**src/sv/cpt_pkg.sv**
```systemverilog
// ----------------------------------------------------------------------------
// cpt_pkg
// Types and constants shared by the cursor and panning tracker.
// ----------------------------------------------------------------------------
package cpt_pkg;

	// Width of every coordinate, size and register value.
	localparam int unsigned CoordW = 16;
	// Width of the configuration register index.
	localparam int unsigned CfgIdxW = 8;

	// Cursor bitmap size in pixels and the display start alignment mask.
	localparam logic [CoordW-1:0] CURSOR_SIZE    = 16'd64;
	localparam logic [CoordW-1:0] PAN_ALIGN_MASK = 16'd7;

	// Item kinds.
	localparam logic KIND_MOVE    = 1'b0;
	localparam logic KIND_HOTSPOT = 1'b1;

	// Configuration register indexes.
	localparam logic [CfgIdxW-1:0] REG_DESKTOP_WIDTH  = 8'd0;
	localparam logic [CfgIdxW-1:0] REG_DESKTOP_HEIGHT = 8'd1;
	localparam logic [CfgIdxW-1:0] REG_VISIBLE_WIDTH  = 8'd2;
	localparam logic [CfgIdxW-1:0] REG_VISIBLE_HEIGHT = 8'd3;

	// Reset values of the configuration registers.
	localparam logic [CoordW-1:0] RST_DESKTOP_WIDTH  = 16'd1024;
	localparam logic [CoordW-1:0] RST_DESKTOP_HEIGHT = 16'd768;
	localparam logic [CoordW-1:0] RST_VISIBLE_WIDTH  = 16'd1024;
	localparam logic [CoordW-1:0] RST_VISIBLE_HEIGHT = 16'd768;

	// Screen geometry as held in the configuration registers.
	typedef struct packed {
		logic [CoordW-1:0] desktop_width;
		logic [CoordW-1:0] desktop_height;
		logic [CoordW-1:0] visible_width;
		logic [CoordW-1:0] visible_height;
	} geom_t;

	// One input word.
	typedef struct packed {
		logic              kind;
		logic [CoordW-1:0] coord_x;
		logic [CoordW-1:0] coord_y;
	} item_t;

	// One result word.
	typedef struct packed {
		logic [CoordW-1:0] view_start_x;
		logic [CoordW-1:0] view_start_y;
		logic              pan_moved;
		logic [CoordW-1:0] cursor_reg_x;
		logic [CoordW-1:0] cursor_reg_y;
	} result_t;

endpackage

```
**src/sv/cpt_intf.sv**
```systemverilog
// ----------------------------------------------------------------------------
// cpt_intf
// Handshake channels of the cursor and panning tracker.
// ----------------------------------------------------------------------------

// Input word channel.
interface cpt_item_if
	import cpt_pkg::*;
();
	logic              valid;
	logic              ready;
	logic              kind;
	logic [CoordW-1:0] coord_x;
	logic [CoordW-1:0] coord_y;

	modport source (output valid, kind, coord_x, coord_y, input ready);
	modport sink   (input valid, kind, coord_x, coord_y, output ready);
endinterface

// Result word channel.
interface cpt_result_if
	import cpt_pkg::*;
();
	logic              valid;
	logic              ready;
	logic [CoordW-1:0] view_start_x;
	logic [CoordW-1:0] view_start_y;
	logic              pan_moved;
	logic [CoordW-1:0] cursor_reg_x;
	logic [CoordW-1:0] cursor_reg_y;

	modport source (output valid, view_start_x, view_start_y, pan_moved,
		cursor_reg_x, cursor_reg_y, input ready);
	modport sink   (input valid, view_start_x, view_start_y, pan_moved,
		cursor_reg_x, cursor_reg_y, output ready);
endinterface

// Configuration write channel.
interface cpt_cfg_if
	import cpt_pkg::*;
();
	logic               valid;
	logic               ready;
	logic [CfgIdxW-1:0] index;
	logic [CoordW-1:0]  data;

	modport source (output valid, index, data, input ready);
	modport sink   (input valid, index, data, output ready);
endinterface

```
**src/sv/cpt_cfg_regs.sv**
```systemverilog
// ----------------------------------------------------------------------------
// cpt_cfg_regs
// Screen geometry registers, written over the configuration channel.
// ----------------------------------------------------------------------------
module cpt_cfg_regs
	import cpt_pkg::*;
(
	input  logic      clk,
	input  logic      arst_n,
	cpt_cfg_if.sink   cfg,
	output geom_t     geom
);

	geom_t geom_q;

	// Writes are always taken; an unknown index is dropped.
	assign cfg.ready = 1'b1;

	always_ff @(posedge clk or negedge arst_n) begin
		if (!arst_n) begin
			geom_q.desktop_width  <= RST_DESKTOP_WIDTH;
			geom_q.desktop_height <= RST_DESKTOP_HEIGHT;
			geom_q.visible_width  <= RST_VISIBLE_WIDTH;
			geom_q.visible_height <= RST_VISIBLE_HEIGHT;
		end else if (cfg.valid) begin
			unique case (cfg.index)
				REG_DESKTOP_WIDTH:  geom_q.desktop_width  <= cfg.data;
				REG_DESKTOP_HEIGHT: geom_q.desktop_height <= cfg.data;
				REG_VISIBLE_WIDTH:  geom_q.visible_width  <= cfg.data;
				REG_VISIBLE_HEIGHT: geom_q.visible_height <= cfg.data;
				default: ;
			endcase
		end
	end

	assign geom = geom_q;

endmodule

```
**src/sv/cpt_core.sv**
```systemverilog
// ----------------------------------------------------------------------------
// cpt_core
// Pan and cursor state with the single-pass update logic for one word.
// ----------------------------------------------------------------------------
module cpt_core
	import cpt_pkg::*;
(
	input  logic    clk,
	input  logic    arst_n,
	input  geom_t   geom,
	input  item_t   item,
	input  logic    advance,
	output result_t result
);

	logic [CoordW-1:0] start_x_q, start_y_q;
	logic [CoordW-1:0] hotspot_x_q, hotspot_y_q;
	logic [CoordW-1:0] cur_x_q, cur_y_q;

	logic [CoordW-1:0] px, py;
	logic [CoordW:0]   edge_x, edge_y;
	logic [CoordW-1:0] hs_n, vs_n;
	logic              moved_x, moved_y;
	logic [CoordW-1:0] cur_x_n, cur_y_n;
	logic [CoordW-1:0] start_x_n, start_y_n;
	logic [CoordW-1:0] hotspot_x_n, hotspot_y_n;
	logic              pan_n;

	// Clamp the pointer to the virtual desktop.
	always_comb begin
		px = (item.coord_x >= geom.desktop_width) ?
			geom.desktop_width - 16'd1 : item.coord_x;
		py = (item.coord_y >= geom.desktop_height) ?
			geom.desktop_height - 16'd1 : item.coord_y;
	end

	// Window edges are compared one bit wider so the sum never wraps.
	assign edge_x = {1'b0, geom.visible_width}  + {1'b0, start_x_q};
	assign edge_y = {1'b0, geom.visible_height} + {1'b0, start_y_q};

	// Horizontal pan: round up when moving right, down when moving left.
	always_comb begin
		hs_n    = start_x_q;
		moved_x = 1'b0;
		priority if ({1'b0, px} >= edge_x) begin
			hs_n    = (px - geom.visible_width + 16'd1 + PAN_ALIGN_MASK) & ~PAN_ALIGN_MASK;
			moved_x = 1'b1;
		end else if (px < start_x_q) begin
			hs_n    = px & ~PAN_ALIGN_MASK;
			moved_x = 1'b1;
		end
	end

	// Vertical pan moves exactly as far as needed.
	always_comb begin
		vs_n    = start_y_q;
		moved_y = 1'b0;
		priority if ({1'b0, py} >= edge_y) begin
			vs_n    = py - geom.visible_height + 16'd1;
			moved_y = 1'b1;
		end else if (py < start_y_q) begin
			vs_n    = py;
			moved_y = 1'b1;
		end
	end

	// Select the next state for either kind of word.
	always_comb begin
		start_x_n   = start_x_q;
		start_y_n   = start_y_q;
		hotspot_x_n = hotspot_x_q;
		hotspot_y_n = hotspot_y_q;
		pan_n       = 1'b0;
		unique case (item.kind)
			KIND_MOVE: begin
				start_x_n = hs_n;
				start_y_n = vs_n;
				pan_n     = moved_x | moved_y;
				cur_x_n   = CURSOR_SIZE - hotspot_x_q + (px - hs_n);
				cur_y_n   = CURSOR_SIZE - hotspot_y_q + (py - vs_n);
			end
			KIND_HOTSPOT: begin
				cur_x_n     = cur_x_q + hotspot_x_q - item.coord_x;
				cur_y_n     = cur_y_q + hotspot_y_q - item.coord_y;
				hotspot_x_n = item.coord_x;
				hotspot_y_n = item.coord_y;
			end
			default: begin
				cur_x_n = cur_x_q;
				cur_y_n = cur_y_q;
			end
		endcase
	end

	// State advances once per word handed to the result register.
	always_ff @(posedge clk or negedge arst_n) begin
		if (!arst_n) begin
			start_x_q   <= '0;
			start_y_q   <= '0;
			hotspot_x_q <= '0;
			hotspot_y_q <= '0;
			cur_x_q     <= '0;
			cur_y_q     <= '0;
		end else if (advance) begin
			start_x_q   <= start_x_n;
			start_y_q   <= start_y_n;
			hotspot_x_q <= hotspot_x_n;
			hotspot_y_q <= hotspot_y_n;
			cur_x_q     <= cur_x_n;
			cur_y_q     <= cur_y_n;
		end
	end

	always_comb begin
		result.view_start_x = start_x_n;
		result.view_start_y = start_y_n;
		result.pan_moved    = pan_n;
		result.cursor_reg_x = cur_x_n;
		result.cursor_reg_y = cur_y_n;
	end

endmodule

```
**src/sv/cursor_pan_position_tracker_unit.sv**
```systemverilog
// ----------------------------------------------------------------------------
// cursor_pan_position_tracker_unit
// Cursor position and virtual-desktop panning unit.
// ----------------------------------------------------------------------------
// A word accepted into the input register passes through the update logic in
// the core and is registered in the result register when that is free or emptied.
// Throughput: one word per cycle while the result side keeps taking words,
// set by the single update pass on the pan and cursor state between the
// input and result registers. Reset clears the pan and cursor state and the
// valid flags, loads the default 1024 x 768 geometry and leaves the unit ready.
module cursor_pan_position_tracker_unit
	import cpt_pkg::*;
(
	input  logic          clk,
	input  logic          arst_n,
	cpt_item_if.sink      in_item,
	cpt_result_if.source  out_res,
	cpt_cfg_if.sink       cfg
);

	geom_t   geom;
	item_t   item_s1;
	logic    valid_s1;
	result_t result;
	result_t res_q;
	logic    res_valid_q;
	logic    advance;

	// A word moves on when the result register is free or being emptied.
	assign advance       = valid_s1 & (~res_valid_q | out_res.ready);
	assign in_item.ready = ~valid_s1 | advance;

	// Input register.
	always_ff @(posedge clk or negedge arst_n) begin
		if (!arst_n) begin
			valid_s1 <= 1'b0;
		end else if (in_item.ready) begin
			valid_s1 <= in_item.valid;
		end
	end

	always_ff @(posedge clk) begin
		if (in_item.valid && in_item.ready) begin
			item_s1.kind    <= in_item.kind;
			item_s1.coord_x <= in_item.coord_x;
			item_s1.coord_y <= in_item.coord_y;
		end
	end

	cpt_cfg_regs u_cfg_regs (
		.clk    (clk),
		.arst_n (arst_n),
		.cfg    (cfg),
		.geom   (geom)
	);

	cpt_core u_core (
		.clk     (clk),
		.arst_n  (arst_n),
		.geom    (geom),
		.item    (item_s1),
		.advance (advance),
		.result  (result)
	);

	// Result register.
	always_ff @(posedge clk or negedge arst_n) begin
		if (!arst_n) begin
			res_valid_q <= 1'b0;
		end else if (advance) begin
			res_valid_q <= 1'b1;
		end else if (out_res.ready) begin
			res_valid_q <= 1'b0;
		end
	end

	always_ff @(posedge clk) begin
		if (advance) begin
			res_q <= result;
		end
	end

	assign out_res.valid        = res_valid_q;
	assign out_res.view_start_x = res_q.view_start_x;
	assign out_res.view_start_y = res_q.view_start_y;
	assign out_res.pan_moved    = res_q.pan_moved;
	assign out_res.cursor_reg_x = res_q.cursor_reg_x;
	assign out_res.cursor_reg_y = res_q.cursor_reg_y;

endmodule

```
**src/flat_wrapper.sv**
```systemverilog
// flat-port wrapper written by rule: the top's interface ports become plain ports
module cursor_pan_position_tracker_unit_flat import cpt_pkg::*;
  (clk, arst_n, in_item_valid, in_item_kind, in_item_coord_x, in_item_coord_y, in_item_ready, out_res_valid, out_res_view_start_x, out_res_view_start_y, out_res_pan_moved, out_res_cursor_reg_x, out_res_cursor_reg_y, out_res_ready, cfg_valid, cfg_index, cfg_data, cfg_ready);
  cpt_item_if in_item_i ();
  cpt_result_if out_res_i ();
  cpt_cfg_if cfg_i ();
  input  logic clk;
  input  logic arst_n;
  input wire logic [$bits(in_item_i.valid)-1:0] in_item_valid;
  input wire logic [$bits(in_item_i.kind)-1:0] in_item_kind;
  input wire logic [$bits(in_item_i.coord_x)-1:0] in_item_coord_x;
  input wire logic [$bits(in_item_i.coord_y)-1:0] in_item_coord_y;
  output wire logic [$bits(in_item_i.ready)-1:0] in_item_ready;
  output wire logic [$bits(out_res_i.valid)-1:0] out_res_valid;
  output wire logic [$bits(out_res_i.view_start_x)-1:0] out_res_view_start_x;
  output wire logic [$bits(out_res_i.view_start_y)-1:0] out_res_view_start_y;
  output wire logic [$bits(out_res_i.pan_moved)-1:0] out_res_pan_moved;
  output wire logic [$bits(out_res_i.cursor_reg_x)-1:0] out_res_cursor_reg_x;
  output wire logic [$bits(out_res_i.cursor_reg_y)-1:0] out_res_cursor_reg_y;
  input wire logic [$bits(out_res_i.ready)-1:0] out_res_ready;
  input wire logic [$bits(cfg_i.valid)-1:0] cfg_valid;
  input wire logic [$bits(cfg_i.index)-1:0] cfg_index;
  input wire logic [$bits(cfg_i.data)-1:0] cfg_data;
  output wire logic [$bits(cfg_i.ready)-1:0] cfg_ready;
  assign in_item_i.valid = in_item_valid;
  assign in_item_i.kind = in_item_kind;
  assign in_item_i.coord_x = in_item_coord_x;
  assign in_item_i.coord_y = in_item_coord_y;
  assign in_item_ready = in_item_i.ready;
  assign out_res_valid = out_res_i.valid;
  assign out_res_view_start_x = out_res_i.view_start_x;
  assign out_res_view_start_y = out_res_i.view_start_y;
  assign out_res_pan_moved = out_res_i.pan_moved;
  assign out_res_cursor_reg_x = out_res_i.cursor_reg_x;
  assign out_res_cursor_reg_y = out_res_i.cursor_reg_y;
  assign out_res_i.ready = out_res_ready;
  assign cfg_i.valid = cfg_valid;
  assign cfg_i.index = cfg_index;
  assign cfg_i.data = cfg_data;
  assign cfg_ready = cfg_i.ready;
  cursor_pan_position_tracker_unit u_core (.clk(clk), .arst_n(arst_n), .in_item(in_item_i), .out_res(out_res_i), .cfg(cfg_i));
endmodule
```
**config.mk**
```make
export PLATFORM = sky130hd
export DESIGN_NAME = cursor_pan_position_tracker_unit_flat
export DESIGN_NICKNAME = d
export VERILOG_FILES = /design/src/sv/cpt_pkg.sv /design/src/sv/cpt_intf.sv /design/src/sv/cpt_cfg_regs.sv /design/src/sv/cpt_core.sv /design/src/sv/cursor_pan_position_tracker_unit.sv /design/src/flat_wrapper.sv
export SDC_FILE = /design/constraint.sdc
export NUM_CORES = 1
export LEC_CHECK = 0
export ABC_AREA = 0
export BUFFER_PORTS_ARGS = -buffer_cell sky130_fd_sc_hd__buf_2
export CORE_MARGIN = 8
export CORE_UTILIZATION = 25
export CTS_CLUSTER_SIZE = 8
export DETAILED_ROUTE_END_ITERATION = 6
export PLACE_DENSITY_LB_ADDON = 0.05
export SYNTH_ARGS = -nofsm -noshare
export SYNTH_HDL_FRONTEND = slang
export SYNTH_HIERARCHICAL = 1
export SYNTH_SLANG_ARGS = --single-unit
```
**constraint.sdc**
```tcl
create_clock -name clk -period 7.9 [get_ports clk]
set_input_delay 0.79 -clock clk [delete_from_list [all_inputs] [get_ports clk]]
set_output_delay 0.79 -clock clk [all_outputs]
set_load 0.01 [all_outputs]
```
==> results of run 1 <==
## final timing paths
kind / cells past startpoint / slack, ps / endpoint
hold reg to reg: 1 / 500 / u_core/u_core/hotspot_y_q[3]$_DFFE_PN0P_
hold / removal: 1 / 240 / u_core/u_core/start_y_q[14]$_DFFE_PN0P_
setup reg to reg: 34 / 210 / u_core/u_core/cur_x_q[14]$_DFFE_PN0P_
min in group clk: 1 / 400 / u_core/item_s1[6]$_DFFE_PP_
max in group asynchronous: 2 / 6520 / u_core/u_cfg_regs/geom[52]$_DFFE_PN0P_
setup / recovery: 34 / 210 / u_core/u_core/cur_x_q[14]$_DFFE_PN0P_
## per-stage QoR
step | std cells | setup TNS [ps] | cell area, sq um | hold slack (ps)
after CTS | 3617 | 0 | 26300 | 239
after detailed placement | 3538 | -2270 | 24800 | 493
after global routing | 3635 | -1040 | 26900 | 272
final | 3639 | 0 | 26900 | 240
after global placement | 3538 | -1480 | 24800 | 487
after floorplan | 2122 | 0 | 21100 | 449
## final cells by class
cell class	instances	area share (%)
repair buffers	406	10.5
diodes	4	0.0372
clock inverters	4	0.177
flip-flops and latches	260	26.0
multi-input cells	1530	49.7
well taps	1080	5.02
inverters	284	3.96
clock buffers	71	4.61
## synth_stat cells, types with 23 or more instances
cell type | count | share of area (%)
o21a_1 | 25 | 0.89
clkbuf_1 | 26 | 0.46
o21ai_0 | 115 | 2.7
mux2i_1 | 23 | 1.1
dfrtp_1 | 156 | 19
fa_1 | 64 | 6.1
a21o_1 | 50 | 1.8
nand2_1 | 145 | 2.6
inv_1 | 283 | 5.0
xor2_1 | 38 | 1.6
xnor2_1 | 101 | 4.2
a21oi_1 | 107 | 2.5
ha_1 | 267 | 16
nor3_1 | 36 | 0.85
mux2_2 | 122 | 6.5
nand3_1 | 28 | 0.66
edfxtp_1 | 98 | 14
nor2_1 | 118 | 2.1
## kinds of logic (layout without fill, tap and decap cells)
| kind of cell | count (synthesis) | after routing |
|---|---|---|
| AO/OA/AOI/OAI | 451 | 451 |
| XOR/XNOR | 139 | 139 |
| adder cells (fa/ha/maj) | 333 | 333 |
| buffers and inverters | 332 | 765 |
| flip-flops | 260 | 260 |
| multiplexers | 147 | 147 |
| other | 1 | 5 |
| AND/OR/NAND/NOR | 459 | 459 |
## metal layers
metal  global-route usage [%]  share of wire, %  wire length, um  vias up
li1                         -                 -                -     8274
met2                     29.6                51            39300      255
met1                     19.3                42            32400     8094
met5                        0             0.017               13        -
met3                     2.27               3.2             2450       98
met4                     4.73               3.0             2260        2
## timing repair
| action | 4_1_cts | 5_1_grt |
|---|---|---|
| pin swaps | 13 | 63 |
| setup buffers | 4 | 22 |
| gates resized for setup | 30 | 120 |
| setup endpoints to repair | 15 | 26 |
==> impl_metrics.csv, run 1 <==
group,metric,value,unit
floorplanning,die_h,306,um
worst_setup_path,cp-start-kind,"flop",
layout,final_cell_mix,"inv_1, buf_4, ha_1, dfrtp_1, nand2_1",
drt,routed_via_density,4.60,
floorplanning,dieArea,93900,sq um
global_route,antenna_found_initial,7,
sta,rsz0062_at_grt,"true",
drt,dr.pass1.iters,7,
synth,yosysUniqueCellTypes,88,
global_route,grt_max_degree,97,
layout,multi_input_area,13400,sq um
floorplanning,design.core.area,83600,sq um
global_route,grt_pass1_wl,114,mm
sta,timing.fmax,0.130,GHz
sta,post-route-period-util,97.3,%
placed_design,port-buffer-count,128,
placed_design,place_ws,-343,ps
layout,final_layout_size_suffix_gt1_share,28.3,%
drt,first_iter_violations,643,
worst_setup_path,max_stage_delay,460,ps
synth,synthesis.area,21100,sq um
synth,yosysSeqAreaShare,33.2,%
synth,synth_top_family_by_area,"adder cells",
sta,hold_violations,0,
layout,utilization,32.2,%
global_route,grt-ovfl-total,0,
hold_path,hold_path.class,"in -> async",
worst_setup_path,crit_start,"u_core/item_s1[17]$_DFFE_PP_",
layout,final_common_cell,"inv_1",
worst_setup_path,critPathKind,"reg -> reg",
clocking,cts-root-buf,"clkbuf_16",
synth,synthArstFlopShare,62.3,%
floorplanning,die_w,306,um
sta,tightest_slew,874,ps
synth,dominantRegCellSynth,"dfrtp_1",
sta,slew_viol_final,0,
layout,fillCellCount,8729,
synth,synth-seq-cells,260,
worst_setup_path,cp_data_arrival_time,8120,ps
worst_setup_path,cp_slowest_cell,"fa_1",
synth,yosys.area_share.xor_xnor,5.77,%
worst_setup_path,end_kind,"flop",
worst_setup_path,crit_required,8330,ps
worst_setup_path,r2r-start,"u_core/item_s1[17]$_DFFE_PP_",
run,cap_viol_max_count,0,
worst_setup_path,critical_path.top_delay_family,"compound AO/OA/AOI/OAI gates",
clocking,clk_path_buf_depth,3,
global_route,grt_pass1_vias,17800,
global_route,globalRouteTotalUtil,16.1,%
sta,fin_worst_skew,21.7,ps
synth,synth_fp_nets,2515,
drt,detail-route-antenna-nets,0,
worst_setup_path,cp_max_fo,8,
clocking,tritoncts,"yes",
layout,syn_to_final_growth,27.7,%
floorplanning,num_rows,106,
sta,post-route-min-period,7690,ps
drt,wl,76.4,mm
synth,synth_edf_count,98,
run_status,status,"completed",
clocking,clock_sinks,260,
synth,synth_area_per_cell,9.94,sq um
clocking,path_clk_slew,60,ps
placed_design,gp_congestion,0.842,
clocking,numCtsBuffers,41,
drt,routedWlPerCell,21.0,um
drt,drc,0,
floorplanning,io_pins,130,
layout,nets,2916,
sta,setup_ws,213,ps
worst_setup_path,crit_buf_inv,4,
synth,yosys_warnings,6,
sta,setup_viol_count_final,0,
synth,synth_adder_area_share,22.0,%
drt,vias,16700,
synth,synth_compound_area_share,14.3,%
clocking,clk_latency,570,ps
placed_design,dpl.hpwl,61.1,mm
layout,seq_area,7010,sq um
floorplanning,initial_core_util,25.2,%
synth,synth-simple-area-share,10.7,%
layout,largest_register_ffs,64,
synth,synthMuxAreaShare,7.75,%
sta,slew_headroom,41.5,%
clocking,ctsHoldBuffers,0,
synth,synth_cells,2122,
clocking,cts.htree.levels,2,
Power of run 1 is not shown: default switching activity piles up to over one toggle a cycle in this logic, so the estimate is an artifact.
==> inputs of run 2 (changes only) <==
--- a/config.mk
+++ b/config.mk
@@ -8,7 +8,7 @@
 export ABC_AREA = 0
 export BUFFER_PORTS_ARGS = -buffer_cell sky130_fd_sc_hd__buf_2
 export CORE_MARGIN = 8
-export CORE_UTILIZATION = 25
+export CORE_UTILIZATION = 45
 export CTS_CLUSTER_SIZE = 8
 export DETAILED_ROUTE_END_ITERATION = 6
 export PLACE_DENSITY_LB_ADDON = 0.05
==> impl_metrics.csv, run 2 (same netlist as run 1, synthesis figures left out) <==
group,metric,value,unit
clocking,clk_latency,570,ps
placed_design,gp_congestion,0.896,
drt,dr.pass1.iters,5,
worst_setup_path,end_kind,"flop",
clocking,ctsHoldBuffers,0,
sta,post-route-period-util,97.0,%
run,cap_viol_max_count,0,
worst_setup_path,critPathKind,"reg -> reg",
floorplanning,dieArea,54000,sq um
worst_setup_path,reg2reg_slack,240,ps
clocking,numCtsBuffers,39,
worst_setup_path,max_stage_delay,540,ps
worst_setup_path,regToRegEndpoint,"u_core/u_core/cur_x_q[14]$_DFFE_PN0P_",
drt,first_iter_violations,976,
floorplanning,initial_core_util,45.4,%
worst_setup_path,cp-start-kind,"flop",
drt,vias,16900,
drt,drc,0,
sta,post-route-min-period,7660,ps
layout,syn_to_final_growth,22.7,%
layout,final_common_cell,"inv_1",
clocking,path_clk_slew,50,ps
sta,rsz0062_at_grt,"true",
worst_setup_path,cp_max_fo,6,
drt,detail-route-antenna-nets,0,
layout,largest_register_ffs,64,
sta,hold_violations,0,
clocking,clk_path_buf_depth,3,
floorplanning,die_h,232,um
sta,setup_viol_count_final,0,
worst_setup_path,r2r-start,"u_core/u_cfg_regs/geom[61]$_DFFE_PN0P_",
floorplanning,num_rows,79,
layout,final_layout_size_suffix_gt1_share,26.7,%
floorplanning,die_w,232,um
drt,routedWlPerCell,21.0,um
global_route,grt-ovfl-total,0,
worst_setup_path,crit_required,8350,ps
worst_setup_path,cp_data_arrival_time,8110,ps
global_route,grt_pass1_vias,17600,
clocking,clock_sinks,260,
worst_setup_path,path_common_cell,"buf_4",
layout,fin_area,25900,sq um
floorplanning,design.core.area,46500,sq um
drt,wl,65.9,mm
global_route,grt_max_degree,94,
placed_design,dpl.hpwl,51.8,mm
sta,slew_viol_final,0,
layout,n_antenna_cell,0,
global_route,grt_pass1_wl,101,mm
layout,fillCellCount,4312,
sta,setup_ws,237,ps
sta,fin_worst_skew,20.7,ps
clocking,tritoncts,"yes",
global_route,antenna_found_initial,0,
floorplanning,io_pins,130,
layout,final_cell_mix,"inv_1, ha_1, buf_4, dfrtp_1, nand2_1",
placed_design,port-buffer-count,128,
placed_design,place_ws,-217,ps
worst_setup_path,reg2regPathDepth,36,
worst_setup_path,cp_slowest_cell,"fa_1",
global_route,globalRouteTotalUtil,24.2,%
clocking,cts-root-buf,"clkbuf_16",
sta,tightest_slew,980,ps
clocking,cts.htree.levels,2,
sta,slew_headroom,34.7,%
drt,routed_via_density,5.38,
layout,nets,2888,
hold_path,hold_path.class,"in -> async",
sta,timing.fmax,0.130,GHz
placed_design,place_area,24000,sq um
run_status,status,"completed",
[run 2: final cells by class]
cell class              count  area [sq um]  share of cell area [%]
clock buffers              67          1090                    4.22
clock inverters             5          62.6                   0.242
inverters                 284          1070                    4.12
multi-input cells        1530         13300                    51.4
flip-flops and latches    260          7000                    27.1
well taps                 607           759                    2.94
repair buffers            380          2600                    10.0
[run 2: routing by layer]
layer / global-route usage (%) / vias up / share of wire, %
li1: - / 8193 / -
met1: 27.5 / 8223 / 40
met2: 45.4 / 336 / 53
met3: 2.83 / 117 / 3.2
met4: 9.72 / 0 / 4.1
met5: 0 / - / 0
[run 2: worst max path at each step]
| stage | startpoint | to | slack, ps | cells after the start |
|---|---|---|---|---|
| floorplan | u_core/u_cfg_regs/geom[48]$_DFFE_PN0P_ | u_core/u_core/cur_x_q[14]$_DFFE_PN0P_ | 30 | 34 |
| global placement | u_core/item_s1[16]$_DFFE_PP_ | u_core/out_res.cursor_reg_x[15]$_DFFE_PP_ | -80 | 36 |
| detailed placement | u_core/item_s1[16]$_DFFE_PP_ | u_core/out_res.cursor_reg_x[15]$_DFFE_PP_ | -220 | 36 |
| CTS | u_core/u_cfg_regs/geom[1]$_DFFE_PN0P_ | u_core/u_core/cur_y_q[15]$_DFFE_PN0P_ | 3 | 37 |
| global route | u_core/u_cfg_regs/geom[0]$_DFFE_PN0P_ | u_core/u_core/cur_y_q[14]$_DFFE_PN0P_ | -110 | 39 |
| finish | u_core/u_cfg_regs/geom[61]$_DFFE_PN0P_ | u_core/u_core/cur_x_q[14]$_DFFE_PN0P_ | 240 | 36 |
[run 2: stage by stage]
stage / setup TNS [ps] / std cells / hold slack, ps / utilization, %
CTS: 0 / 3108 / 359 / 54.2
detailed placement: -1050 / 3034 / 482 / 51.6
floorplan: 0 / 2122 / 449 / -
finish: 0 / 3133 / 346 / 55.7
global route: -309 / 3133 / 374 / 55.7
global placement: -210 / 3034 / 474 / 51.6
[run 2: worst max-delay path: cells and delay by family, from the launching register on]
| family | cells | cell delay [ps] |
|---|---|---|
| compound gates | 15 | 3050 |
| mux | 2 | 400 |
| fa+ha+maj | 5 | 1780 |
| buf+inv | 6 | 800 |
| flops | 1 | 460 |
| xor+xnor | 1 | 190 |
| simple gates | 7 | 870 |
[run 2: timing repair]
action,4_1_cts,5_1_grt
setup endpoints to repair,10,23
cloned,0,1
pin swaps,2,63
setup buffers,2,25
gates resized for setup,11,110
Power of run 2 is left out for the same reason.
==> inputs of run 3 (changes only) <==
--- a/config.mk
+++ b/config.mk
@@ -9,10 +9,10 @@
 export BUFFER_PORTS_ARGS = -buffer_cell sky130_fd_sc_hd__buf_2
 export CORE_MARGIN = 8
 export CORE_UTILIZATION = 45
+export CTS_CLUSTER_DIAMETER = 150
 export CTS_CLUSTER_SIZE = 8
 export DETAILED_ROUTE_END_ITERATION = 6
 export PLACE_DENSITY_LB_ADDON = 0.05
 export SYNTH_ARGS = -nofsm -noshare
 export SYNTH_HDL_FRONTEND = slang
-export SYNTH_HIERARCHICAL = 1
 export SYNTH_SLANG_ARGS = --single-unit
==> impl_metrics.csv, run 3 <==
group,metric,value,unit
clocking,cts.htree.levels,2,
worst_setup_path,cp-start-kind,"flop",
synth,yosysMostFrequentCell,"inv_1",
global_route,grt-ovfl-total,0,
global_route,antenna_found_initial,1,
drt,vias,17000,
synth,yosys_warnings,0,
drt,dr.pass1.iters,5,
drt,first_iter_violations,1157,
power,power_leakage,0.0123,uW
layout,final_layout_size_suffix_gt1_share,26.5,%
synth,synth_top_area_cell,"dfrtp_1",
layout,final_cell_mix,"inv_1, buf_4, ha_1, nand2_1, dfrtp_1",
synth,ys_top_cells_by_count,"inv_1, ha_1, nand2_1, o21ai_0, dfrtp_1",
synth,synth_top_area_share,18.9,%
drt,routedWlPerCell,19.8,um
sta,rsz0062_at_grt,"true",
placed_design,dpl.hpwl,49.4,mm
drt,wl,63.2,mm
clocking,path_clk_slew,50,ps
sta,post-route-min-period,7690,ps
placed_design,port-buffer-count,128,
clocking,ctsHoldBuffers,0,
floorplanning,num_rows,78,
hold_path,hold_path.class,"in -> async",
clocking,clk_path_buf_depth,3,
synth,yosysSeqAreaShare,33.9,%
global_route,globalRouteTotalUtil,23.4,%
placed_design,gp_congestion,0.903,
worst_setup_path,cp_max_fo,3,
drt,top_layer,"met4",
worst_setup_path,max_stage_delay,480,ps
synth,synth_edf_count,98,
power,vdd_drop_max,0.255,mV
worst_setup_path,crit_required,8320,ps
floorplanning,io_pins,130,
sta,post-route-period-util,97.4,%
synth,yosysUniqueCellTypes,80,
layout,instances_no_fill,3195,
layout,fin_area,25800,sq um
clocking,clock_sinks,260,
clocking,numCtsBuffers,38,
floorplanning,dieArea,53000,sq um
worst_setup_path,end_kind,"flop",
run_status,status,"completed",
synth,synth-seq-cells,260,
worst_setup_path,cp_data_arrival_time,8120,ps
sta,timing.fmax,0.130,GHz
global_route,grt_pass1_vias,16400,
run,cap_viol_max_count,0,
synth,synthTopCellsByArea,"dfrtp_1, ha_1, edfxtp_1, fa_1, inv_1",
synth,synthesis.area,20700,sq um
placed_design,place_ws,-329,ps
drt,met3_length,4.18,mm
global_route,grt_pass1_wl,95.7,mm
worst_setup_path,critPathKind,"reg -> reg",
layout,nets,2960,
sta,tightest_slew,957,ps
power,finalPower,13000,uW
synth,synth_cells,2152,
synth,synth_area_per_cell,9.60,sq um
drt,wl_met1,33.2,mm
layout,syn_to_final_growth,24.8,%
sta,setup_viol_count_final,0,
power,powerDensity,506,nW/um^2
synth,synthArstFlopShare,62.3,%
sta,fin_worst_skew,24.1,ps
sta,hold_violations,0,
sta,setup_ws,207,ps
sta,slew_headroom,36.2,%
clocking,clk_latency,560,ps
sta,finalSetupTns,0,ps
floorplanning,die_h,230,um
layout,largest_register_ffs,64,
worst_setup_path,cp_slowest_cell,"fa_1",
layout,final_common_cell,"inv_1",
clocking,cts-root-buf,"clkbuf_16",
floorplanning,design.core.area,45400,sq um
synth,synth_fp_nets,2545,
drt,wl_met2,24.6,mm
placed_design,dp.cells,3109,
drt,drc,0,
synth,dominantRegCellSynth,"dfrtp_1",
floorplanning,initial_core_util,45.5,%
global_route,grt_max_degree,64,
drt,routed_via_density,5.31,
placed_design,place_area,24000,sq um
drt,detail-route-antenna-nets,0,
floorplanning,die_w,230,um
sta,slew_viol_final,0,
worst_setup_path,path_common_cell,"a21oi_2",
clocking,tritoncts,"yes",
run 3: final timing paths:
kind | from | end | slack (ps) | depth (start not counted)
worst max register to register | u_core.u_core.start_x_q[1]$_DFFE_PN0P_ | u_core.u_core.cur_x_q[14]$_DFFE_PN0P_ | 210 | 39
worst min-delay path | arst_n | u_core.u_core.start_y_q[10]$_DFFE_PN0P_ | 200 | 1
worst max-delay path | u_core.u_core.start_x_q[1]$_DFFE_PN0P_ | u_core.u_core.cur_x_q[14]$_DFFE_PN0P_ | 210 | 39
min in group clk | in_item_coord_x[0] | u_core.item_s1[16]$_DFFE_PP_ | 410 | 1
max in group asynchronous | arst_n | u_core.u_core.cur_x_q[4]$_DFFE_PN0P_ | 6340 | 2
worst min register to register | u_core.u_core.hotspot_y_q[2]$_DFFE_PN0P_ | u_core.u_core.hotspot_y_q[2]$_DFFE_PN0P_ | 480 | 2
run 3: cell families after synthesis:
group | count (synthesis) | synth area share, %
flops | 260 | 33.9
xor+xnor | 126 | 5.34
other cells | 1 | 0.0182
buf+inv | 349 | 6.48
compound gates | 465 | 14.0
fa+ha+maj | 332 | 22.5
mux | 133 | 7.04
simple gates | 486 | 10.8
run 3: worst max-delay path, delay by kind of cell, from the launching register on:
kind | cells | cell delay [ps]
buf+inv | 3 | 490
fa+ha+maj | 5 | 1730
mux | 2 | 540
simple gates | 6 | 1030
xor+xnor | 1 | 90
flops | 1 | 380
compound gates | 22 | 3280
run 3: area by class of cell:
type                       count  area (sq um)
clock buffer                  66          1120
sequential                   260          7000
clock inverter                 1          30.0
multi-input combinational   1543         12800
antenna                        1          2.50
fill                        4117         19600
tap                          600           751
timing repair buffer         424          2930
inverter                     300          1130
run 3: per-layer routing:
| metal | up-vias | global-route usage, % |
|---|---|---|
| met4 | 0 | 5.74 |
| met5 | - | 0 |
| met2 | 405 | 31.8 |
| li1 | 8346 | - |
| met3 | 73 | 4.41 |
| met1 | 8149 | 37.2 |
run 3: stage by stage:
stage | utilization [%] | hold WS, ps
global placement | 52.8 | 463
floorplan | - | 449
CTS | 55.7 | 194
finish | 56.8 | 200
global route | 56.8 | 227
detailed placement | 52.8 | 474
run 3: where the power goes:
| part | switching, uW | internal (uW) | leakage (uW) |
|---|---|---|---|
| clock | 622 | 985 | 0.000549 |
| sequential | 230 | 1960 | 0.00285 |
| combinational | 4710 | 4540 | 0.00892 |
run 3: repair_timing:
action	in CTS	in global routing
gates resized for setup	29	89
endpoints found under the setup margin	18	22
setup buffers	6	13
pin swaps	29	81
Note: power is estimated with default switching activity, not from simulation.
